<file path="src/hw/rtl/ps2kb_pkg.sv">
// ----------------------------------------------------------------------------
// PS/2 byte decoder package
// Widths, register indexes, event codes and the set-1 scancode map.
// ----------------------------------------------------------------------------
`timescale 1ns / 1ps

package ps2kb_pkg;

   localparam int COORD_BITS_DEFAULT = 12;
   localparam int DATA_BITS          = 8;
   localparam int CHAR_BITS          = 7;
   localparam int CSR_ADDR_BITS      = 3;
   localparam int CSR_DATA_BITS      = 32;
   localparam int MAX_RESET          = 99;
   localparam int BREAK_BIT          = 7;
   localparam int LEFT_BIT           = 0;
   localparam int RIGHT_BIT          = 1;

   localparam logic [1:0] PKT_FIRST_INDEX = 2'd0;
   localparam logic [1:0] PKT_DX_INDEX    = 2'd1;
   localparam logic [1:0] PKT_LAST_INDEX  = 2'd2;

   typedef enum logic {
      CSR_MAX_X = 1'b0,
      CSR_MAX_Y = 1'b1
   } csr_index_type;

   typedef enum logic {
      EVENT_POINTER = 1'b0,
      EVENT_KEY     = 1'b1
   } event_kind_type;

   function automatic logic [CHAR_BITS-1:0] scan_to_ascii(input logic [DATA_BITS-1:0] code);
      logic [CHAR_BITS-1:0] ch;
      case (code)
         8'h01: ch = 7'h1B;
         8'h02: ch = 7'h31;
         8'h03: ch = 7'h32;
         8'h04: ch = 7'h33;
         8'h05: ch = 7'h34;
         8'h06: ch = 7'h35;
         8'h07: ch = 7'h36;
         8'h08: ch = 7'h37;
         8'h09: ch = 7'h38;
         8'h0A: ch = 7'h39;
         8'h0B: ch = 7'h30;
         8'h0C: ch = 7'h2D;
         8'h0D: ch = 7'h3D;
         8'h0E: ch = 7'h08;
         8'h0F: ch = 7'h09;
         8'h10: ch = 7'h71;
         8'h11: ch = 7'h77;
         8'h12: ch = 7'h65;
         8'h13: ch = 7'h72;
         8'h14: ch = 7'h74;
         8'h15: ch = 7'h79;
         8'h16: ch = 7'h75;
         8'h17: ch = 7'h69;
         8'h18: ch = 7'h6F;
         8'h19: ch = 7'h70;
         8'h1A: ch = 7'h5B;
         8'h1B: ch = 7'h5D;
         8'h1C: ch = 7'h0A;
         8'h1E: ch = 7'h61;
         8'h1F: ch = 7'h73;
         8'h20: ch = 7'h64;
         8'h21: ch = 7'h66;
         8'h22: ch = 7'h67;
         8'h23: ch = 7'h68;
         8'h24: ch = 7'h6A;
         8'h25: ch = 7'h6B;
         8'h26: ch = 7'h6C;
         8'h27: ch = 7'h3B;
         8'h28: ch = 7'h27;
         8'h29: ch = 7'h60;
         8'h2B: ch = 7'h5C;
         8'h2C: ch = 7'h7A;
         8'h2D: ch = 7'h78;
         8'h2E: ch = 7'h63;
         8'h2F: ch = 7'h76;
         8'h30: ch = 7'h62;
         8'h31: ch = 7'h6E;
         8'h32: ch = 7'h6D;
         8'h33: ch = 7'h2C;
         8'h34: ch = 7'h2E;
         8'h35: ch = 7'h2F;
         8'h37: ch = 7'h2A;
         8'h39: ch = 7'h20;
         default: ch = '0;
      endcase
      return ch;
   endfunction

endpackage

</file>
<file path="src/hw/rtl/ps2kb_req_if.sv">
// ----------------------------------------------------------------------------
// PS/2 byte decoder request channel
// Valid/ready channel carrying one controller byte and its source port.
// ----------------------------------------------------------------------------
`timescale 1ns / 1ps

interface ps2kb_req_if;
   logic                                 valid;
   logic                                 ready;
   logic [ps2kb_pkg::DATA_BITS-1:0]      data_byte;
   logic                                 from_mouse;

   modport source (output valid, output data_byte, output from_mouse, input ready);
   modport sink   (input valid, input data_byte, input from_mouse, output ready);
endinterface

</file>
<file path="src/hw/rtl/ps2kb_rsp_if.sv">
// ----------------------------------------------------------------------------
// PS/2 byte decoder result channel
// Valid/ready channel carrying one pointer or key character event.
// ----------------------------------------------------------------------------
`timescale 1ns / 1ps

interface ps2kb_rsp_if #(
   parameter int COORD_BITS = ps2kb_pkg::COORD_BITS_DEFAULT
);
   logic                                 valid;
   logic                                 ready;
   logic                                 event_kind;
   logic [COORD_BITS-1:0]                pointer_x;
   logic [COORD_BITS-1:0]                pointer_y;
   logic                                 left_button;
   logic                                 right_button;
   logic [ps2kb_pkg::CHAR_BITS-1:0]      key_char;

   modport source (output valid, output event_kind, output pointer_x, output pointer_y,
                   output left_button, output right_button, output key_char, input ready);
   modport sink   (input valid, input event_kind, input pointer_x, input pointer_y,
                   input left_button, input right_button, input key_char, output ready);
endinterface

</file>
<file path="src/hw/rtl/ps2_keyboard_mouse_byte_decoder_unit.sv">
// A request passes from the input register through decode into the result register; rsp stall holds it.
// Throughput: one request per cycle while rsp is not stalled; a request that makes no event
// still takes one pass through the input register and the decode stage.
// Reset: synchronous, active high; clears both stage valids, packet index, pointer,
// last reported position, last scancode; bounds return to 99. No clearing pass.
// ----------------------------------------------------------------------------
// PS/2 keyboard and mouse byte decoder
// Input register, single-pass decode of mouse packets and scancodes, result register.
// ----------------------------------------------------------------------------
`timescale 1ns / 1ps

module ps2_keyboard_mouse_byte_decoder_unit #(
   parameter int COORD_BITS = ps2kb_pkg::COORD_BITS_DEFAULT
) (
   input  logic                                  clock,
   input  logic                                  reset,
   ps2kb_req_if.sink                             req,
   ps2kb_rsp_if.source                           rsp,
   input  logic                                  psel,
   input  logic                                  penable,
   input  logic                                  pwrite,
   input  logic [ps2kb_pkg::CSR_ADDR_BITS-1:0]   paddr,
   input  logic [ps2kb_pkg::CSR_DATA_BITS-1:0]   pwdata,
   output logic [ps2kb_pkg::CSR_DATA_BITS-1:0]   prdata,
   output logic                                  pready
);

   logic                                 in_valid_ff;
   logic [ps2kb_pkg::DATA_BITS-1:0]      in_data_ff;
   logic                                 in_mouse_ff;
   logic                                 advance;

   logic                                 out_valid_ff;
   logic                                 out_valid_in;
   ps2kb_pkg::event_kind_type            out_kind_ff;
   logic [COORD_BITS-1:0]                out_x_ff;
   logic [COORD_BITS-1:0]                out_y_ff;
   logic                                 out_left_ff;
   logic                                 out_right_ff;
   logic [ps2kb_pkg::CHAR_BITS-1:0]      out_char_ff;

   logic [COORD_BITS-1:0]                max_x;
   logic [COORD_BITS-1:0]                max_y;
   logic                                 set_x;
   logic                                 set_y;
   logic [COORD_BITS-1:0]                center;

   logic                                 m_hit;
   logic [COORD_BITS-1:0]                m_x;
   logic [COORD_BITS-1:0]                m_y;
   logic                                 m_left;
   logic                                 m_right;
   logic                                 k_hit;
   logic [ps2kb_pkg::CHAR_BITS-1:0]      k_char;
   logic                                 hit;

   assign advance      = in_valid_ff & (~out_valid_ff | rsp.ready);
   assign req.ready    = ~in_valid_ff | advance;
   assign hit          = in_mouse_ff ? m_hit : k_hit;
   assign out_valid_in = advance ? hit : (out_valid_ff & ~rsp.ready);

   ps2kb_csr #(.COORD_BITS(COORD_BITS)) u_csr (
      .clock   (clock),
      .reset   (reset),
      .psel    (psel),
      .penable (penable),
      .pwrite  (pwrite),
      .paddr   (paddr),
      .pwdata  (pwdata),
      .prdata  (prdata),
      .pready  (pready),
      .max_x   (max_x),
      .max_y   (max_y),
      .set_x   (set_x),
      .set_y   (set_y),
      .center  (center)
   );

   ps2kb_mouse #(.COORD_BITS(COORD_BITS)) u_mouse (
      .clock        (clock),
      .reset        (reset),
      .step         (advance & in_mouse_ff),
      .data         (in_data_ff),
      .max_x        (max_x),
      .max_y        (max_y),
      .set_x        (set_x),
      .set_y        (set_y),
      .center       (center),
      .hit          (m_hit),
      .pointer_x    (m_x),
      .pointer_y    (m_y),
      .left_button  (m_left),
      .right_button (m_right)
   );

   ps2kb_keys u_keys (
      .clock    (clock),
      .reset    (reset),
      .step     (advance & ~in_mouse_ff),
      .data     (in_data_ff),
      .hit      (k_hit),
      .key_char (k_char)
   );

   always_ff @(posedge clock) begin
      if (reset) begin
         in_valid_ff  <= 1'b0;
         out_valid_ff <= 1'b0;
      end else begin
         if (req.ready) begin
            in_valid_ff <= req.valid;
         end
         out_valid_ff <= out_valid_in;
      end
   end

   always_ff @(posedge clock) begin
      if (req.valid && req.ready) begin
         in_data_ff  <= req.data_byte;
         in_mouse_ff <= req.from_mouse;
      end
      if (advance && hit) begin
         if (in_mouse_ff) begin
            out_kind_ff  <= ps2kb_pkg::EVENT_POINTER;
            out_x_ff     <= m_x;
            out_y_ff     <= m_y;
            out_left_ff  <= m_left;
            out_right_ff <= m_right;
            out_char_ff  <= '0;
         end else begin
            out_kind_ff  <= ps2kb_pkg::EVENT_KEY;
            out_x_ff     <= '0;
            out_y_ff     <= '0;
            out_left_ff  <= 1'b0;
            out_right_ff <= 1'b0;
            out_char_ff  <= k_char;
         end
      end
   end

   assign rsp.valid        = out_valid_ff;
   assign rsp.event_kind   = out_kind_ff;
   assign rsp.pointer_x    = out_x_ff;
   assign rsp.pointer_y    = out_y_ff;
   assign rsp.left_button  = out_left_ff;
   assign rsp.right_button = out_right_ff;
   assign rsp.key_char     = out_char_ff;

endmodule

</file>
<file path="src/hw/rtl/ps2kb_csr.sv">
// ----------------------------------------------------------------------------
// PS/2 byte decoder register file
// APB-style access to the pointer bounds; a write also requests re-centering.
// ----------------------------------------------------------------------------
`timescale 1ns / 1ps

module ps2kb_csr #(
   parameter int COORD_BITS = ps2kb_pkg::COORD_BITS_DEFAULT
) (
   input  logic                                  clock,
   input  logic                                  reset,
   input  logic                                  psel,
   input  logic                                  penable,
   input  logic                                  pwrite,
   input  logic [ps2kb_pkg::CSR_ADDR_BITS-1:0]   paddr,
   input  logic [ps2kb_pkg::CSR_DATA_BITS-1:0]   pwdata,
   output logic [ps2kb_pkg::CSR_DATA_BITS-1:0]   prdata,
   output logic                                  pready,
   output logic [COORD_BITS-1:0]                 max_x,
   output logic [COORD_BITS-1:0]                 max_y,
   output logic                                  set_x,
   output logic                                  set_y,
   output logic [COORD_BITS-1:0]                 center
);

   logic [COORD_BITS-1:0]      max_x_ff;
   logic [COORD_BITS-1:0]      max_y_ff;
   logic [COORD_BITS-1:0]      wdata;
   logic [COORD_BITS:0]        wdata_inc;
   logic                       wr_en;
   ps2kb_pkg::csr_index_type   index;

   assign pready    = 1'b1;
   assign wr_en     = psel & penable & pwrite;
   assign index     = ps2kb_pkg::csr_index_type'(paddr[2]);
   assign wdata     = pwdata[COORD_BITS-1:0];
   assign wdata_inc = {1'b0, wdata} + {{COORD_BITS{1'b0}}, 1'b1};
   assign center    = wdata_inc[COORD_BITS:1];
   assign set_x     = wr_en & (index == ps2kb_pkg::CSR_MAX_X);
   assign set_y     = wr_en & (index == ps2kb_pkg::CSR_MAX_Y);
   assign max_x     = max_x_ff;
   assign max_y     = max_y_ff;

   always_comb begin
      prdata = '0;
      case (index)
         ps2kb_pkg::CSR_MAX_X: prdata[COORD_BITS-1:0] = max_x_ff;
         ps2kb_pkg::CSR_MAX_Y: prdata[COORD_BITS-1:0] = max_y_ff;
         default:              prdata = '0;
      endcase
   end

   always_ff @(posedge clock) begin
      if (reset) begin
         max_x_ff <= COORD_BITS'(ps2kb_pkg::MAX_RESET);
         max_y_ff <= COORD_BITS'(ps2kb_pkg::MAX_RESET);
      end else begin
         if (set_x) begin
            max_x_ff <= wdata;
         end
         if (set_y) begin
            max_y_ff <= wdata;
         end
      end
   end

endmodule

</file>
<file path="src/hw/rtl/ps2kb_mouse.sv">
// ----------------------------------------------------------------------------
// PS/2 mouse packet tracker
// Gathers three-byte packets, moves and clamps the pointer, flags a new report.
// ----------------------------------------------------------------------------
`timescale 1ns / 1ps

module ps2kb_mouse #(
   parameter int COORD_BITS = ps2kb_pkg::COORD_BITS_DEFAULT
) (
   input  logic                                clock,
   input  logic                                reset,
   input  logic                                step,
   input  logic [ps2kb_pkg::DATA_BITS-1:0]     data,
   input  logic [COORD_BITS-1:0]               max_x,
   input  logic [COORD_BITS-1:0]               max_y,
   input  logic                                set_x,
   input  logic                                set_y,
   input  logic [COORD_BITS-1:0]               center,
   output logic                                hit,
   output logic [COORD_BITS-1:0]               pointer_x,
   output logic [COORD_BITS-1:0]               pointer_y,
   output logic                                left_button,
   output logic                                right_button
);

   localparam int SUM_BITS = COORD_BITS + 2;
   localparam int EXT_BITS = SUM_BITS - ps2kb_pkg::DATA_BITS;

   logic [1:0]                            index_ff;
   logic [1:0]                            index_in;
   logic [ps2kb_pkg::DATA_BITS-1:0]       byte0_ff;
   logic [ps2kb_pkg::DATA_BITS-1:0]       byte1_ff;
   logic [COORD_BITS-1:0]                 pos_x_ff;
   logic [COORD_BITS-1:0]                 pos_y_ff;
   logic [COORD_BITS-1:0]                 rep_x_ff;
   logic [COORD_BITS-1:0]                 rep_y_ff;
   logic [COORD_BITS-1:0]                 pos_x_in;
   logic [COORD_BITS-1:0]                 pos_y_in;
   logic signed [SUM_BITS-1:0]            sum_x;
   logic signed [SUM_BITS-1:0]            sum_y;
   logic                                  last;
   logic                                  moved;

   assign last = (index_ff == ps2kb_pkg::PKT_LAST_INDEX);

   always_comb begin
      sum_x = $signed({2'b00, pos_x_ff}) + $signed({{EXT_BITS{byte1_ff[7]}}, byte1_ff});
      sum_y = $signed({2'b00, pos_y_ff}) - $signed({{EXT_BITS{data[7]}}, data});
      if (sum_x[SUM_BITS-1]) begin
         pos_x_in = '0;
      end else if (sum_x > $signed({2'b00, max_x})) begin
         pos_x_in = max_x;
      end else begin
         pos_x_in = sum_x[COORD_BITS-1:0];
      end
      if (sum_y[SUM_BITS-1]) begin
         pos_y_in = '0;
      end else if (sum_y > $signed({2'b00, max_y})) begin
         pos_y_in = max_y;
      end else begin
         pos_y_in = sum_y[COORD_BITS-1:0];
      end
      moved    = (pos_x_in != rep_x_ff) | (pos_y_in != rep_y_ff);
      index_in = last ? ps2kb_pkg::PKT_FIRST_INDEX : index_ff + 2'd1;
   end

   assign hit          = last & moved;
   assign pointer_x    = pos_x_in;
   assign pointer_y    = pos_y_in;
   assign left_button  = byte0_ff[ps2kb_pkg::LEFT_BIT];
   assign right_button = byte0_ff[ps2kb_pkg::RIGHT_BIT];

   always_ff @(posedge clock) begin
      if (reset) begin
         index_ff <= ps2kb_pkg::PKT_FIRST_INDEX;
         pos_x_ff <= '0;
         pos_y_ff <= '0;
         rep_x_ff <= '0;
         rep_y_ff <= '0;
      end else begin
         if (step) begin
            index_ff <= index_in;
         end
         if (step && last && moved) begin
            rep_x_ff <= pos_x_in;
            rep_y_ff <= pos_y_in;
         end
         if (set_x) begin
            pos_x_ff <= center;
         end else if (step && last) begin
            pos_x_ff <= pos_x_in;
         end
         if (set_y) begin
            pos_y_ff <= center;
         end else if (step && last) begin
            pos_y_ff <= pos_y_in;
         end
      end
   end

   // packet bytes: no reset, always written before the third byte
   always_ff @(posedge clock) begin
      if (step && index_ff == ps2kb_pkg::PKT_FIRST_INDEX) begin
         byte0_ff <= data;
      end
      if (step && index_ff == ps2kb_pkg::PKT_DX_INDEX) begin
         byte1_ff <= data;
      end
   end

endmodule

</file>
<file path="src/hw/rtl/ps2kb_keys.sv">
// ----------------------------------------------------------------------------
// PS/2 set-1 scancode translator
// Drops break codes and repeats, maps make codes to ASCII characters.
// ----------------------------------------------------------------------------
`timescale 1ns / 1ps

module ps2kb_keys (
   input  logic                                clock,
   input  logic                                reset,
   input  logic                                step,
   input  logic [ps2kb_pkg::DATA_BITS-1:0]     data,
   output logic                                hit,
   output logic [ps2kb_pkg::CHAR_BITS-1:0]     key_char
);

   logic [ps2kb_pkg::DATA_BITS-1:0]   prev_ff;
   logic                              is_break;
   logic                              repeated;

   assign is_break = data[ps2kb_pkg::BREAK_BIT];
   assign repeated = (data == prev_ff);
   assign key_char = ps2kb_pkg::scan_to_ascii(data);
   assign hit      = ~is_break & ~repeated & (key_char != '0);

   always_ff @(posedge clock) begin
      if (reset) begin
         prev_ff <= '0;
      end else if (step) begin
         prev_ff <= data;
      end
   end

endmodule

</file>
<file path="src/flat_wrapper.sv">
// flat-port wrapper written by rule: the top's interface ports become plain ports
module ps2_keyboard_mouse_byte_decoder_unit_flat 
#(
   parameter int COORD_BITS = ps2kb_pkg::COORD_BITS_DEFAULT
)
  (clock, reset, psel, penable, pwrite, paddr, pwdata, prdata, pready, req_valid, req_data_byte, req_from_mouse, req_ready, rsp_valid, rsp_event_kind, rsp_pointer_x, rsp_pointer_y, rsp_left_button, rsp_right_button, rsp_key_char, rsp_ready);
  ps2kb_req_if req_i ();
  ps2kb_rsp_if #(.COORD_BITS(COORD_BITS)) rsp_i ();
  input  logic clock;
  input  logic reset;
  input  logic psel;
  input  logic penable;
  input  logic pwrite;
  input  logic [ps2kb_pkg::CSR_ADDR_BITS-1:0] paddr;
  input  logic [ps2kb_pkg::CSR_DATA_BITS-1:0] pwdata;
  output logic [ps2kb_pkg::CSR_DATA_BITS-1:0] prdata;
  output logic pready;
  input wire logic [$bits(req_i.valid)-1:0] req_valid;
  input wire logic [$bits(req_i.data_byte)-1:0] req_data_byte;
  input wire logic [$bits(req_i.from_mouse)-1:0] req_from_mouse;
  output wire logic [$bits(req_i.ready)-1:0] req_ready;
  output wire logic [$bits(rsp_i.valid)-1:0] rsp_valid;
  output wire logic [$bits(rsp_i.event_kind)-1:0] rsp_event_kind;
  output wire logic [$bits(rsp_i.pointer_x)-1:0] rsp_pointer_x;
  output wire logic [$bits(rsp_i.pointer_y)-1:0] rsp_pointer_y;
  output wire logic [$bits(rsp_i.left_button)-1:0] rsp_left_button;
  output wire logic [$bits(rsp_i.right_button)-1:0] rsp_right_button;
  output wire logic [$bits(rsp_i.key_char)-1:0] rsp_key_char;
  input wire logic [$bits(rsp_i.ready)-1:0] rsp_ready;
  assign req_i.valid = req_valid;
  assign req_i.data_byte = req_data_byte;
  assign req_i.from_mouse = req_from_mouse;
  assign req_ready = req_i.ready;
  assign rsp_valid = rsp_i.valid;
  assign rsp_event_kind = rsp_i.event_kind;
  assign rsp_pointer_x = rsp_i.pointer_x;
  assign rsp_pointer_y = rsp_i.pointer_y;
  assign rsp_left_button = rsp_i.left_button;
  assign rsp_right_button = rsp_i.right_button;
  assign rsp_key_char = rsp_i.key_char;
  assign rsp_i.ready = rsp_ready;
  ps2_keyboard_mouse_byte_decoder_unit #(.COORD_BITS(COORD_BITS)) u_core (.clock(clock), .reset(reset), .req(req_i), .rsp(rsp_i), .psel(psel), .penable(penable), .pwrite(pwrite), .paddr(paddr), .pwdata(pwdata), .prdata(prdata), .pready(pready));
endmodule
</file>
<file path="config.mk">
export PLATFORM = sky130hd
export DESIGN_NAME = ps2_keyboard_mouse_byte_decoder_unit_flat
export DESIGN_NICKNAME = d
export VERILOG_FILES = /design/src/hw/rtl/ps2kb_pkg.sv /design/src/hw/rtl/ps2kb_req_if.sv /design/src/hw/rtl/ps2kb_rsp_if.sv /design/src/hw/rtl/ps2_keyboard_mouse_byte_decoder_unit.sv /design/src/hw/rtl/ps2kb_csr.sv /design/src/hw/rtl/ps2kb_mouse.sv /design/src/hw/rtl/ps2kb_keys.sv /design/src/flat_wrapper.sv
export SDC_FILE = /design/constraint.sdc
export NUM_CORES = 1
export LEC_CHECK = 0
export BUFFER_PORTS_ARGS = -buffer_cell sky130_fd_sc_hd__buf_2
export CORE_UTILIZATION = 35
export DETAILED_ROUTE_END_ITERATION = 6
export GPL_TIMING_DRIVEN = 0
export PLACE_DENSITY = 0.55
export SLEW_MARGIN = 10
export SYNTH_ARGS = -nofsm -noshare
export SYNTH_HDL_FRONTEND = slang
export SYNTH_SLANG_ARGS = --single-unit
</file>
<file path="constraint.sdc">
create_clock -name clock -period 13.1 [get_ports clock]
set_input_delay 0 -clock clock [delete_from_list [all_inputs] [get_ports clock]]
set_output_delay 0 -clock clock [all_outputs]
set_load 0.005 [all_outputs]
</file>
**Yosys cells after proc, flatten, opt, wreduce, memory -nomap -nowiden**

Memory sizes are Yosys's and may differ from the RTL's. A register that Yosys moved wholly into a read port is not among the register bits.
Index checks and enable logic that the tools add are counted.

- Latch bits: 0
- Memory bits (writable): 0
- Bits in registers: 137
- Bits of input ports: 51
- Output and inout port bits: 69
- Memories: 1
- ROM bits: 448

- Shift operators: 0
- Add/subtract/negate cells: 4
- Divide/modulo/power cells: 0
- Bitwise logic cells: 21
- Equality and inequality tests: 5
- Magnitude comparators: 2
- Multipliers: 0
- Reductions and logical operators: 11
- Muxes and demuxes: 15

Memory list:

| name | words | width | read ports | clocked after Yosys merged registers in | wr ports | line | source |
|---|---|---|---|---|---|---|---|
| (name not given) | 64 | 7 | 1 | 1 | 0 | ps2kb_pkg.sv:35 | `case (code)` |

Operator list:

| operator | number |
|---|---|
| $mux W12 | 8 |
| $gt A14 B13 Y1 | 2 |
| $ne A12 B12 Y1 | 2 |
| $pmux W12 S2 | 1 |
| $add A13 B8 Y14 | 1 |
| $sub A13 B8 Y14 | 1 |
| $add A12 B1 Y13 const B | 1 |
| $and A1 B1 Y1 | 11 |
| $eq A8 B8 Y1 | 1 |
| $mux W7 | 1 |
| $not A1 Y1 | 7 |
| $reduce_bool A7 Y1 | 1 |
| $logic_and A1 B1 Y1 | 6 |
| $mux W6 | 1 |
| $logic_not A2 Y1 | 2 |
| $reduce_bool A2 Y1 | 2 |
| $mux W1 | 3 |
| $or A1 B1 Y1 | 3 |
| $add A2 B1 Y2 const B | 1 |
| $eq A2 B1 Y1 const B | 1 |
| $eq A2 B2 Y1 const B | 1 |
| $mux W2 | 1 |

**Longest topological paths before layout**

- Depth after elaboration: 9
- Gate-level depth with buffers: 26
- Mapped depth without buffers: 23

**Cells and area by module**

A second synthesis with hierarchy kept.

- Cell total of the unflattened synthesis: 1208
- Area, all modules: 10237.3 um^2

Modules (own cells, without submodules):

| module | cells an instance | times used | area an instance (um^2) |
|---|---|---|---|
| ps2kb_mouse | 785 | 1 | 5988.2 |
| ps2_keyboard_mouse_byte_decoder_unit | 95 | 1 | 1670.4 |
| ps2kb_csr | 170 | 1 | 1383.8 |
| ps2kb_keys | 158 | 1 | 1194.9 |

**Worst setup path after synthesis**

Ideal clock, no wire load.

- Path kind: reg-to-reg
- From: register u_core.in_data_ff[7] (netlist name)
- To: register u_core.out_kind_ff (netlist: u_core.rsp.event_kind), enable pin
- Arrival time: 5.538 ns
- Path slack: 7.071 ns
- Required time: 12.609 ns
- Stages on the path, launching flop included: 25
- Library setup time: 0.491 ns
- Clock period less this slack: 6.029 ns
- Cells stage by stage: edfxtp_1 -> clkbuf_1 -> inv_1 -> ha_1 -> clkbuf_1 -> a21oi_1 -> o21ai_0 -> a41oi_1 -> o21bai_1 -> a21oi_1 -> xnor2_1 -> ha_1 -> nand4_1 -> o32a_1 -> a211o_1 -> o211a_2 -> and2_4 -> buf_6 -> a22oi_1 -> xnor2_1 -> nor4_4 -> nand4_2 -> o21ai_2 -> buf_6 -> nand2_1

- Longest elaborated chain between the ends: 9
- Elaborated cells between the ends (all ways): 17
- Classes of those cells: add/sub (1); order compare (1); eq/ne (2); mux (4); bitwise (6); reduce/logical (3)

RTL lines:

| element | line | source |
|---|---|---|
| start: declaration | ps2_keyboard_mouse_byte_decoder_unit.sv:29 | `logic [ps2kb_pkg::DATA_BITS-1:0] in_data_ff;` |
| start signal: assignment | ps2_keyboard_mouse_byte_decoder_unit.sv:119 | `in_data_ff <= req.data_byte;` |
| $sub A13 B8 Y14 | ps2kb_mouse.sv:48 | `sum_y = $signed({2'b00, pos_y_ff}) - $signed({{EXT_BITS{data[7]}}, data});` |
| $gt A14 B13 Y1 | ps2kb_mouse.sv:58 | `end else if (sum_y > $signed({2'b00, max_y})) begin` |
| $mux W12 | ps2kb_mouse.sv:58 |  |
| $mux W12 | ps2kb_mouse.sv:56 | `if (sum_y[SUM_BITS-1]) begin` |
| $ne A12 B12 Y1 | ps2kb_mouse.sv:63 | `moved = (pos_x_in != rep_x_ff) \| (pos_y_in != rep_y_ff);` |
| $or A1 B1 Y1 | ps2kb_mouse.sv:63 |  |
| $and A1 B1 Y1 | ps2kb_mouse.sv:67 | `assign hit = last & moved;` |
| $mux W1 * | ps2_keyboard_mouse_byte_decoder_unit.sv:59 | `assign hit = in_mouse_ff ? m_hit : k_hit;` |
| $logic_and A1 B1 Y1 * | ps2_keyboard_mouse_byte_decoder_unit.sv:122 | `if (advance && hit) begin` |
| end signal: assignment | ps2_keyboard_mouse_byte_decoder_unit.sv:124 | `out_kind_ff <= ps2kb_pkg::EVENT_POINTER;` |
| end signal: assignment | ps2_keyboard_mouse_byte_decoder_unit.sv:131 | `out_kind_ff <= ps2kb_pkg::EVENT_KEY;` |
| end: declaration | ps2_keyboard_mouse_byte_decoder_unit.sv:35 | `ps2kb_pkg::event_kind_type out_kind_ff;` |

Mark *: on every way between the ends. The rest lies on a longest branch, timed or not.
A chain may end at the register's enable or synchronous reset.

**Worst setup path after layout**

- From: register u_core.u_mouse.byte1_ff[1] (netlist name)
- To: register u_core.out_x_ff[8] (netlist: u_core.rsp.pointer_x[8]), enable pin

- Longest elaborated chain between the ends: 9

RTL lines:

| element | line | source |
|---|---|---|
| start: declaration | ps2kb_mouse.sv:32 | `logic [ps2kb_pkg::DATA_BITS-1:0] byte1_ff;` |
| start signal: assignment | ps2kb_mouse.sv:107 | `byte1_ff <= data;` |
| $add A13 B8 Y14 * | ps2kb_mouse.sv:47 | `sum_x = $signed({2'b00, pos_x_ff}) + $signed({{EXT_BITS{byte1_ff[7]}}, byte1_ff});` |
| $gt A14 B13 Y1 | ps2kb_mouse.sv:51 | `end else if (sum_x > $signed({2'b00, max_x})) begin` |
| $mux W12 | ps2kb_mouse.sv:51 |  |
| $mux W12 * | ps2kb_mouse.sv:49 | `if (sum_x[SUM_BITS-1]) begin` |
| $ne A12 B12 Y1 * | ps2kb_mouse.sv:63 |  |
| $or A1 B1 Y1 * | ps2kb_mouse.sv:63 |  |
| $and A1 B1 Y1 * | ps2kb_mouse.sv:67 |  |
| $mux W1 * | ps2_keyboard_mouse_byte_decoder_unit.sv:59 |  |
| $logic_and A1 B1 Y1 * | ps2_keyboard_mouse_byte_decoder_unit.sv:122 |  |
| end signal: assignment | ps2_keyboard_mouse_byte_decoder_unit.sv:125 | `out_x_ff <= m_x;` |
| end: declaration | ps2_keyboard_mouse_byte_decoder_unit.sv:36 | `logic [COORD_BITS-1:0] out_x_ff;` |

Marked as above.

==> reports/qor.txt <==
Ys async rst share -> 0%
Crit path cell chain -> ha_1, a211oi_1, nor2_1, o311ai_0, a21boi_0, o41ai_1, xor2_1, ha_1, nand4_1, nor4_1, or3_1, o22ai_1, o211ai_1, nand2_2, a22o_1, xnor2_1, nor4_1, nand4_2, o21ai_2, buf_6, nand2_2
Cell Area, Synth -> 0.009228 mm²
Layout Utilization -> 42.05%
Diode count -> 0
Post-route setup TNS -> 0 ns
Via count -> 8302
Slowest CP cell -> nor4_1
Final Slew Violations -> 0
Nets -> 1326
PortBufs -> 75
Gpl congestion -> 0.9083
Post-synth EDFFs -> 53
Avg WL per Cell -> 18.31 µm
Distinct cells, synth -> 76
Synthesis Warnings -> 0
Compound-Gate Fraction of Synth Area -> 21.63%
Clock period minus worst slack -> 7.206 ns
Clk buf depth -> 2
Post-Synth Simple-Gate Area -> 18.33%
Synthesized netlist cell count -> 1074
Fillers -> 2623
Critical Path End Type -> register
Setup Buffers After CTS -> 0
Initial antenna violation count -> 0
Leak Pwr -> 4.305 nW
Core area -> 0.02598 mm²
Max-cap violations -> 0
Critical-path maximum fanout -> 34
Total power -> 0.001144 W
Critical path class -> register to register
Width of the die -> 164.4 µm
Final Hold Viols -> 0
Mean post-synth cell area -> 8.592 µm²
Die area -> 0.02702 mm²
Multiplexer area fraction after synthesis -> 1.668%
Clock skew -> 0.01220 ns
Vias in the first global route -> 7687
CP arrival -> 7.19 ns
IR drop worst, VDD -> 0.0001085 V
CP Launch Type -> register
Pin count of the biggest net entering global routing -> 35
Ports -> 120
Main combinational cell family by area after synthesis -> compound AO/OA/AOI/OAI gates
Post-synthesis adder-cell area fraction -> 8.705%
Final Worst Setup Slack -> 5.894 ns
Commonest non-fill, non-tap cell in the layout -> nor2_1
Most frequent cells in the layout -> 129 x nor2_1, 98 x nand2_1, 91 x dfxtp_1, 87 x a21oi_1, 76 x buf_2
# setup viols final -> 0
Worst-skew pair later-pin latency -> 0.43 ns
Row cnt -> 59
Worst slew pin tran -> 1.049 ns
CTS tree -> built
CTS buffer count -> 17
GRT Overall Usage -> 21.69%
Remaining global-route overflow -> 0
First-pass GRT wire length -> 44130 µm
Tcrit/Tclk final -> 55.01%
Remaining routing DRC violations -> 0
Final antenna-violating net count -> 0
Status -> finished, final reports clean
Critical Path Max Stage Delay -> 0.68 ns
Rel. slew slack -> 30.08%
Iteration-0 DRC Markers -> 618
Pwr/cell area -> 104.7 mW/mm²
Die H -> 164.4 µm
Hpwl dp -> 21970 µm
Data required time of the critical path -> 13.09 ns
Sequential share of the synthesized area -> 36.99%
Xor and xnor fraction of the mapped netlist area -> 5.220%
Starting Density -> 35.51%
Wirelength, routed -> 28570 µm
Dpl ws -> 5.923 ns
Reg clk slew, reported paths -> 0.06 ns
Sink Count -> 144
Drt pass-1 iters -> 7
Unrepaired setup endpoints after global routing -> false
Vias per inst -> 5.322
Ys flop type -> dfxtp_1
Area grow syn2layout -> 18.41%
CTS root buf -> clkbuf_16
Hold Crit Class -> primary input to register
Layout cell share with drive strength beyond 1 -> 14.45%
H-tree Lvls -> 4
#FFs+latches synth -> 144
FMAX -> 0.1388 GHz
## layer usage
layer  share of wire (%)  global-route usage, %  wire, µm  up-vias
li1                    -                      -         -     4058
met2                  48                  37.05     13710      239
met3                 4.0                  2.361      1153       31
met1                  47                  29.06     13310     3974
met5                   0                      0         0        -
met4                 1.4                  5.546       397        0
## registers in the layout, summed over array words and instances (netlist names), 2 cells and up, named ones only
| name | flops |
|---|---|
| u_core.in_data_ff | 8 |
| u_core.rsp.key_char | 7 |
| u_core.rsp.pointer_x | 12 |
| u_core.rsp.pointer_y | 12 |
| u_core.u_csr.max_x | 12 |
| u_core.u_csr.max_y | 12 |
| u_core.u_keys.prev_ff | 8 |
| u_core.u_mouse.byte0_ff | 2 |
| u_core.u_mouse.byte1_ff | 8 |
| u_core.u_mouse.index_ff | 2 |
| u_core.u_mouse.pos_x_ff | 12 |
| u_core.u_mouse.pos_y_ff | 12 |
| u_core.u_mouse.rep_x_ff | 12 |
| u_core.u_mouse.rep_y_ff | 12 |
## final timing paths
| path | startpoint | to | slack [ns] | depth (start not counted) |
|---|---|---|---|---|
| setup / recovery | u_core.u_mouse.byte1_ff[1] | u_core.rsp.pointer_x[8] | 5.89 | 21 |
| hold / removal | pwrite | u_core.u_mouse.pos_y_ff[9] | 0.13 | 5 |
| setup reg to reg | u_core.u_mouse.byte1_ff[1] | u_core.rsp.pointer_x[8] | 5.89 | 21 |
| hold reg to reg | u_core.u_csr.max_x[2] | u_core.u_csr.max_x[2] | 0.46 | 2 |
## Yosys cell counts, types with 4 or more instances
cell type,n,area (µm²)
a21oi_1,87,435.4
nand2b_1,10,62.56
xor2_1,9,78.83
o22ai_1,9,56.30
inv_1,71,266.5
nand2_1,99,371.6
o311ai_0,7,61.31
and2_1,26,162.7
a31oi_1,6,37.54
or2_2,4,25.02
buf_4,23,172.7
o21ai_0,42,210.2
dfxtp_1,91,1822
a21o_1,8,60.06
a22o_1,7,61.31
o211ai_1,10,75.07
o211a_1,7,70.07
nand3_1,20,100.1
a211o_1,9,78.83
a211oi_2,16,200.2
or3_1,8,50.05
nor2_1,129,484.2
a22oi_1,7,52.55
mux2i_1,12,120.1
nor3_1,16,80.08
edfxtp_1,53,1592
and3_1,12,75.07
o21a_1,6,45.04
ha_1,61,763.2
a211oi_1,34,255.2
xnor2_1,46,402.9
nand4_1,14,87.58
buf_6,6,67.56
clkbuf_1,44,165.2
## where the power goes
| group | total, W | switching [W] | internal [W] |
|---|---|---|---|
| logic | 0.000180 | 0.000111 | 0.0000691 |
| clock network | 0.000479 | 0.000212 | 0.000267 |
| registers | 0.000486 | 0.00000991 | 0.000476 |
| total | 0.00114 | 0.000332 | 0.000811 |
## through the flow
step,instances,hold WS [ns],instance area (µm²)
2_1_floorplan,1093,0.09887,9299
3_3_place_gp,1503,0.1792,10090
3_5_place_dp,1503,0.1783,10100
4_1_cts,1560,0.1179,10920
5_1_grt,1560,0.1539,10930
6_report,1560,0.1325,10930
## critical path: cells and delay by family (launching register included)
kind / cells / cell delay [ns]
and+or+nand+nor: 8 / 2.64
AOI/OAI and AO/OA: 8 / 2.43
adders and majority gates: 2 / 0.68
DFF: 1 / 0.44
xor gates and xnor gates: 2 / 0.35
buffers and inverters: 1 / 0.22
## what timing repair did
action	CTS	global route
setup endpoints to repair	0	0
hold buffers	25	0
endpoints found under the hold margin	39	0
gates resized for setup	0	0
## cell type report
type | count | area (µm²) | area share, %
tap | 335 | 419.2 | 3.836
timing repair buffer | 100 | 625.6 | 5.725
inverter | 72 | 270.3 | 2.473
multi-input combinational | 803 | 5218 | 47.75
clock buffer | 17 | 425.4 | 3.893
buffer | 74 | 410.4 | 3.756
clock inverter | 15 | 145.1 | 1.328
sequential | 144 | 3413 | 31.24
## logic make-up (layout without fill, tap and decap cells)
group                      Yosys count  in the layout
and+or+nand+nor                    361            361
adders and majority gates           63             63
other                                2             21
muxes                               15             15
AOI/OAI and AO/OA                  288            288
DFF                                144            144
xor gates and xnor gates            55             55
buffers and inverters              146            278
(Power assumes the default switching activity.)
